`config.mk`:
```
export PLATFORM = sky130hd
export DESIGN_NAME = rv32im_instruction_decoder
export DESIGN_NICKNAME = d
export VERILOG_FILES = /design/src/hdl/rvdec_pkg.sv /design/src/hdl/rv32im_instruction_decoder.sv /design/src/hdl/rvdec_decode.sv
export SDC_FILE = /design/constraint.sdc
export NUM_CORES = 1
export LEC_CHECK = 0
export CORE_MARGIN = 3
export CORE_UTILIZATION = 65
export CTS_CLUSTER_DIAMETER = 120
export DETAILED_ROUTE_END_ITERATION = 16
export DONT_BUFFER_PORTS = 1
export PLACE_DENSITY = 0.89
export SETUP_SLACK_MARGIN = 0.05
export SYNTH_ARGS = -nofsm -noshare
export SYNTH_HDL_FRONTEND = slang
export SYNTH_HIERARCHICAL = 1
export SYNTH_SLANG_ARGS = --single-unit
```
`constraint.sdc`:
```
create_clock -name clk -period 6.2 [get_ports clk]
set_input_delay 0.31 -clock clk [delete_from_list [all_inputs] [get_ports clk]]
set_output_delay 0.31 -clock clk [all_outputs]
set_load 0.01 [all_outputs]
```
`src/hdl/rvdec_pkg.sv`:
```
`timescale 1ns / 1ps
// Shared types and constants for the RV32IM instruction decoder.
package rvdec_pkg;

  localparam int unsigned InstrWidth = 32;
  localparam int unsigned RegIdxWidth = 5;

  // Major opcodes, instruction bits 6..0
  localparam logic [6:0] OpRegAlu = 7'b0110011;
  localparam logic [6:0] OpImmAlu = 7'b0010011;
  localparam logic [6:0] OpLoad   = 7'b0000011;
  localparam logic [6:0] OpJalr   = 7'b1100111;
  localparam logic [6:0] OpStore  = 7'b0100011;
  localparam logic [6:0] OpBranch = 7'b1100011;
  localparam logic [6:0] OpJal    = 7'b1101111;
  localparam logic [6:0] OpAuipc  = 7'b0010111;
  localparam logic [6:0] OpLui    = 7'b0110111;

  // funct7 that selects the multiply/divide extension
  localparam logic [6:0] Funct7MulDiv = 7'b0000001;
  localparam logic [6:0] Funct7Zero   = 7'b0000000;
  localparam logic [6:0] Funct7Alt    = 7'b0100000;

  // funct3 codes of the immediate shifts
  localparam logic [2:0] Funct3Sll = 3'b001;
  localparam logic [2:0] Funct3Srx = 3'b101;

  typedef enum logic [3:0] {
    FMT_R     = 4'd0,
    FMT_M     = 4'd1,
    FMT_I     = 4'd2,
    FMT_SHIFT = 4'd3,
    FMT_S     = 4'd4,
    FMT_B     = 4'd5,
    FMT_J     = 4'd6,
    FMT_U     = 4'd7,
    FMT_BAD   = 4'd8
  } fmt_class_t;

  typedef struct packed {
    fmt_class_t             format_class;
    logic [6:0]             major_opcode;
    logic [2:0]             minor_function;
    logic [6:0]             upper_function;
    logic [RegIdxWidth-1:0] dest_reg;
    logic [RegIdxWidth-1:0] src_reg_a;
    logic [RegIdxWidth-1:0] src_reg_b;
    logic [InstrWidth-1:0]  immediate;
    logic                   alloc_dest;
  } dec_fields_t;

endpackage

```
`src/hdl/rv32im_instruction_decoder.sv`:
```
`timescale 1ns / 1ps
// Top level of the RV32IM instruction decoder: input register, decode, result register.
//
//   channel   direction  handshake               payload
//   in_       request    in_valid / in_ready     in_instruction (32 bits)
//   out_      result     out_valid / out_ready   decoded fields, one result per request
//
// A request is decoded while it sits in the input register; the result register then
// takes it and out_valid rises, and the result can leave from there. With out_ready
// held high a new request is accepted every cycle.
// Reset (rst_n low, synchronous) clears both valid flags only.
// A stalled result holds in the result register; the input register still takes one
// more request, and in_ready drops only when both registers are full.
module rv32im_instruction_decoder (
  input  logic                                  clk,
  input  logic                                  rst_n,
  input  logic                                  in_valid,
  output logic                                  in_ready,
  input  logic [rvdec_pkg::InstrWidth-1:0]      in_instruction,
  output logic                                  out_valid,
  input  logic                                  out_ready,
  output logic [3:0]                            out_format_class,
  output logic [6:0]                            out_major_opcode,
  output logic [2:0]                            out_minor_function,
  output logic [6:0]                            out_upper_function,
  output logic [rvdec_pkg::RegIdxWidth-1:0]     out_dest_reg,
  output logic [rvdec_pkg::RegIdxWidth-1:0]     out_src_reg_a,
  output logic [rvdec_pkg::RegIdxWidth-1:0]     out_src_reg_b,
  output logic signed [rvdec_pkg::InstrWidth-1:0] out_immediate,
  output logic                                  out_alloc_dest
);

  logic                             in_vld_r;
  logic                             in_vld_nxt;
  logic [rvdec_pkg::InstrWidth-1:0] instr_r;
  logic                             res_vld_r;
  logic                             res_vld_nxt;
  rvdec_pkg::dec_fields_t           res_r;
  rvdec_pkg::dec_fields_t           dec_fields;
  logic                             res_load;
  logic                             in_load;

  // Result register can take a new entry when empty or when its entry leaves now
  assign res_load = !res_vld_r || out_ready;
  // Input register advances into the result register whenever that one can load
  assign in_ready = !in_vld_r || res_load;
  assign in_load  = in_valid && in_ready;

  always_comb begin
    in_vld_nxt = in_vld_r;
    if (in_ready) begin
      in_vld_nxt = in_valid;
    end
    res_vld_nxt = res_vld_r;
    if (res_load) begin
      res_vld_nxt = in_vld_r;
    end
  end

  always_ff @(posedge clk) begin
    if (!rst_n) begin
      in_vld_r  <= 1'b0;
      res_vld_r <= 1'b0;
    end else begin
      in_vld_r  <= in_vld_nxt;
      res_vld_r <= res_vld_nxt;
    end
  end

  // Payload registers: capture only on a move, hold otherwise
  always_ff @(posedge clk) begin
    if (in_load) begin
      instr_r <= in_instruction;
    end
    if (res_load && in_vld_r) begin
      res_r <= dec_fields;
    end
  end

  rvdec_decode u_decode (
    .instr  (instr_r),
    .fields (dec_fields)
  );

  assign out_valid          = res_vld_r;
  assign out_format_class   = res_r.format_class;
  assign out_major_opcode   = res_r.major_opcode;
  assign out_minor_function = res_r.minor_function;
  assign out_upper_function = res_r.upper_function;
  assign out_dest_reg       = res_r.dest_reg;
  assign out_src_reg_a      = res_r.src_reg_a;
  assign out_src_reg_b      = res_r.src_reg_b;
  assign out_immediate      = res_r.immediate;
  assign out_alloc_dest     = res_r.alloc_dest;

endmodule

```
`src/hdl/rvdec_decode.sv`:
```
`timescale 1ns / 1ps
// Combinational field extraction and format classification of one instruction word.
module rvdec_decode (
  input  logic [rvdec_pkg::InstrWidth-1:0] instr,
  output rvdec_pkg::dec_fields_t           fields
);

  logic [6:0]  op;
  logic [2:0]  f3;
  logic [6:0]  f7;
  logic        is_shift;
  logic [31:0] imm_i;
  logic [31:0] imm_s;
  logic [31:0] imm_b;
  logic [31:0] imm_j;
  logic [31:0] imm_u;
  logic [31:0] imm_sh;

  assign op = instr[6:0];
  assign f3 = instr[14:12];
  assign f7 = instr[31:25];

  // SLLI, SRLI and SRAI encodings only; other funct7 values fall back to I
  assign is_shift = ((f3 == rvdec_pkg::Funct3Sll) && (f7 == rvdec_pkg::Funct7Zero))
                 || ((f3 == rvdec_pkg::Funct3Srx) && (f7 == rvdec_pkg::Funct7Zero))
                 || ((f3 == rvdec_pkg::Funct3Srx) && (f7 == rvdec_pkg::Funct7Alt));

  assign imm_i  = {{20{instr[31]}}, instr[31:20]};
  assign imm_s  = {{20{instr[31]}}, instr[31:25], instr[11:7]};
  assign imm_b  = {{19{instr[31]}}, instr[31], instr[7], instr[30:25], instr[11:8], 1'b0};
  assign imm_j  = {{11{instr[31]}}, instr[31], instr[19:12], instr[20], instr[30:21], 1'b0};
  assign imm_u  = {instr[31:12], 12'h000};
  assign imm_sh = {27'd0, instr[24:20]};

  always_comb begin
    fields                = '0;
    fields.major_opcode   = op;
    fields.minor_function = f3;
    fields.dest_reg       = instr[11:7];
    fields.src_reg_a      = instr[19:15];
    fields.src_reg_b      = instr[24:20];
    fields.format_class   = rvdec_pkg::FMT_BAD;
    case (op)
      rvdec_pkg::OpRegAlu: begin
        fields.upper_function = f7;
        fields.format_class   = (f7 == rvdec_pkg::Funct7MulDiv) ? rvdec_pkg::FMT_M
                                                                 : rvdec_pkg::FMT_R;
      end
      rvdec_pkg::OpImmAlu: begin
        fields.upper_function = f7;
        if (is_shift) begin
          fields.format_class = rvdec_pkg::FMT_SHIFT;
          fields.immediate    = imm_sh;
        end else begin
          fields.format_class = rvdec_pkg::FMT_I;
          fields.immediate    = imm_i;
        end
      end
      rvdec_pkg::OpLoad, rvdec_pkg::OpJalr: begin
        fields.format_class = rvdec_pkg::FMT_I;
        fields.immediate    = imm_i;
      end
      rvdec_pkg::OpStore: begin
        fields.format_class = rvdec_pkg::FMT_S;
        fields.immediate    = imm_s;
      end
      rvdec_pkg::OpBranch: begin
        fields.format_class = rvdec_pkg::FMT_B;
        fields.immediate    = imm_b;
      end
      rvdec_pkg::OpJal: begin
        fields.format_class = rvdec_pkg::FMT_J;
        fields.immediate    = imm_j;
      end
      rvdec_pkg::OpAuipc, rvdec_pkg::OpLui: begin
        fields.format_class = rvdec_pkg::FMT_U;
        fields.immediate    = imm_u;
      end
      default: begin
        fields.format_class = rvdec_pkg::FMT_BAD;
      end
    endcase
    fields.alloc_dest = (fields.format_class != rvdec_pkg::FMT_S)
                     && (fields.format_class != rvdec_pkg::FMT_B)
                     && (instr[11:7] != '0);
  end

endmodule

```
==> results.ini <==
[outcome]
status=completed

[synthesis]
syn_inst=228
yosysMostFrequentCell=edfxtp_1
syn-cell-area_um2=3990
postSynthNetCount=264
ys_top_cells_by_count=edfxtp_1, buf_4, a21o_1
synth_ff_type=edfxtp_1
synth_area_leaders=edfxtp_1, buf_4, a21o_1, a21boi_1, a22o_1
synth_edf_count=101
netlist-cell-type-count=42
synth_seq_area_share_pct=77.0
ys_ff_latch=103
async_flop_share_pct=0
yosysWarnings=6
yosysTopAreaCellShare_pct=76.0
synth.avg_cell_area_um2=17.5
synth.largest_area_cell=edfxtp_1

[drt]
vias_per_cell=6.35
num_vias=1830
ant_nets=0
drc=0
wl_per_cell_um=23.9
drt_wl_total_um=6890
firstDrtPassIters=4
drt-initial-drc-count=162

[placed_design]
place_hpwl_um=4750
place_congestion=0.903
portBuffers=0

[timing]
post-route-period-util_pct=31.1
hold_slack_ns=0.0554
setup_violations=0
final.min_clock_period_ns=1.93
final-max-slew-violation-count=0
worst_pin_slew_ns=1.07
maxSlewHeadroom_pct=28.8
setup-tns-final_ns=0
rsz0062_at_grt=false
fmax_mhz=518
fin_skew_ns=0.00675
hold_viol=0

[cells_and_area]
final_util_pct=71.3
area_growth_pct=2.04
n_antenna_cell=0
fin_nets=247
ff_latch_area_um2=3070
multiInputGateArea_um2=721
drive_above_1_share_pct=13.9
fillers=339

[pwr]
power.density_nw_per_um2=305
p_leak_nw=1.46
power_mw=1.24
irDropWorstVdd_v=0.000179

[floorplan]
core_area_um2=5710
start_util_pct=69.9
rows=27
io_pins=107
die_w_um=84.4
fp.dieH_um=84.4
die-area_um2=7120

[clocking]
cts-resized-gates=0
cts_buffers=9
root_buffer=clkbuf_8
h-tree-depth=3
cts.sinks=103
clock_latency_ns=0.34
clk_pin_slew_worst_paths_ns=0.09
cts_tree=yes
cts-hold-fix-buffers=0
post-cts-setup-buffers=0
clk_path_buf_depth=2

[setup_path]
end_kind=flop
cp-start-kind=flop
crit_required_ns=6.27
arrival_ns=2.00
cp_max_fo=7
crit_type=flop to flop

[grt]
grt_pass1_wl_um=10500
grt-ovfl-total=0
grtUsageTotal_pct=19.9
grt_max_degree=70
grt_pass1_vias=1850
antenna_found_initial=0

[worst_hold_path]
min_path_type=input pin to flop

[run]
cap_violations=0

-- cell type report --
class,count,share of cell area (%)
multi-input cells,94,17.7
well taps,72,2.21
repair buffers,1,0.184
flip-flops and latches,103,75.5
clock inverters,6,1.14
inverters,2,0.184
clock buffers,10,3.13
-- logic make-up after synthesis --
logic type | Yosys count | synth area share (%)
AND/OR/NAND/NOR | 44 | 7.43
flip-flops | 103 | 77.0
AO/OA/AOI/OAI | 49 | 9.91
multiplexers | 1 | 0.251
buffers and inverters | 31 | 5.42
-- worst max-delay path: stages (launching register included) --
cell,delay (ns)
edfxtp_1,0.46
or4_4,0.58
o41ai_4,0.48
a21oi_1,0.14
-- power by group --
group / leakage [nW] / internal (mW) / switching (mW)
combinational: 0.426 / 0.0116 / 0.0245
sequential: 0.951 / 0.806 / 0.0362
clock: 0.0829 / 0.148 / 0.216
-- cells in the final DEF, fill, tap and decap left out, types with 2 or more instances in the layout --
master      instances
a21oi_1             3
nor2_1             10
clkinv_4            2
clkinvlp_4          2
a21boi_1            7
a211oi_1            2
and2_1              6
nand2b_1            3
edfxtp_1          101
clkbuf_8            9
a22o_1              5
nor3_1              3
dfxtp_1             2
o21a_1              4
inv_1               2
nand2_1             2
a21o_1             18
nor2b_4             2
nand3_1             4
or2_2               2
o22ai_1             2
-- worst paths after layout --
path / from / end / slack (ns) / cells past startpoint
worst max register to register: instr_r[28] / out_immediate[11] / 4.27 / 3
worst min-delay path: in_instruction[26] / instr_r[26] / 0.06 / 0
worst min register to register: instr_r[19] / out_src_reg_a[4] / 0.46 / 0
worst max-delay path: instr_r[28] / out_immediate[11] / 4.27 / 3
-- layer usage --
metal / share of wire (%) / GRT usage, % / wire [um] / vias up
met2: 48 / 30.3 / 3340 / 122
met1: 38 / 25.3 / 2650 / 881
met4: 1.8 / 8.92 / 123 / 0
li1: - / - / - / 814
met5: 0 / 0 / 0 / -
met3: 11 / 8.34 / 775 / 13
-- through the flow --
step           std cells  area [um^2]  worst slack (ns)
2_1_floorplan        228         3990              2.14
3_3_place_gp         272         3900              4.40
3_5_place_dp         272         3900              4.30
4_1_cts              288         4070              4.29
5_1_grt              288         4070              4.21
6_report             288         4070              4.27
No activity file was read; power rests on OpenSTA's default activity.
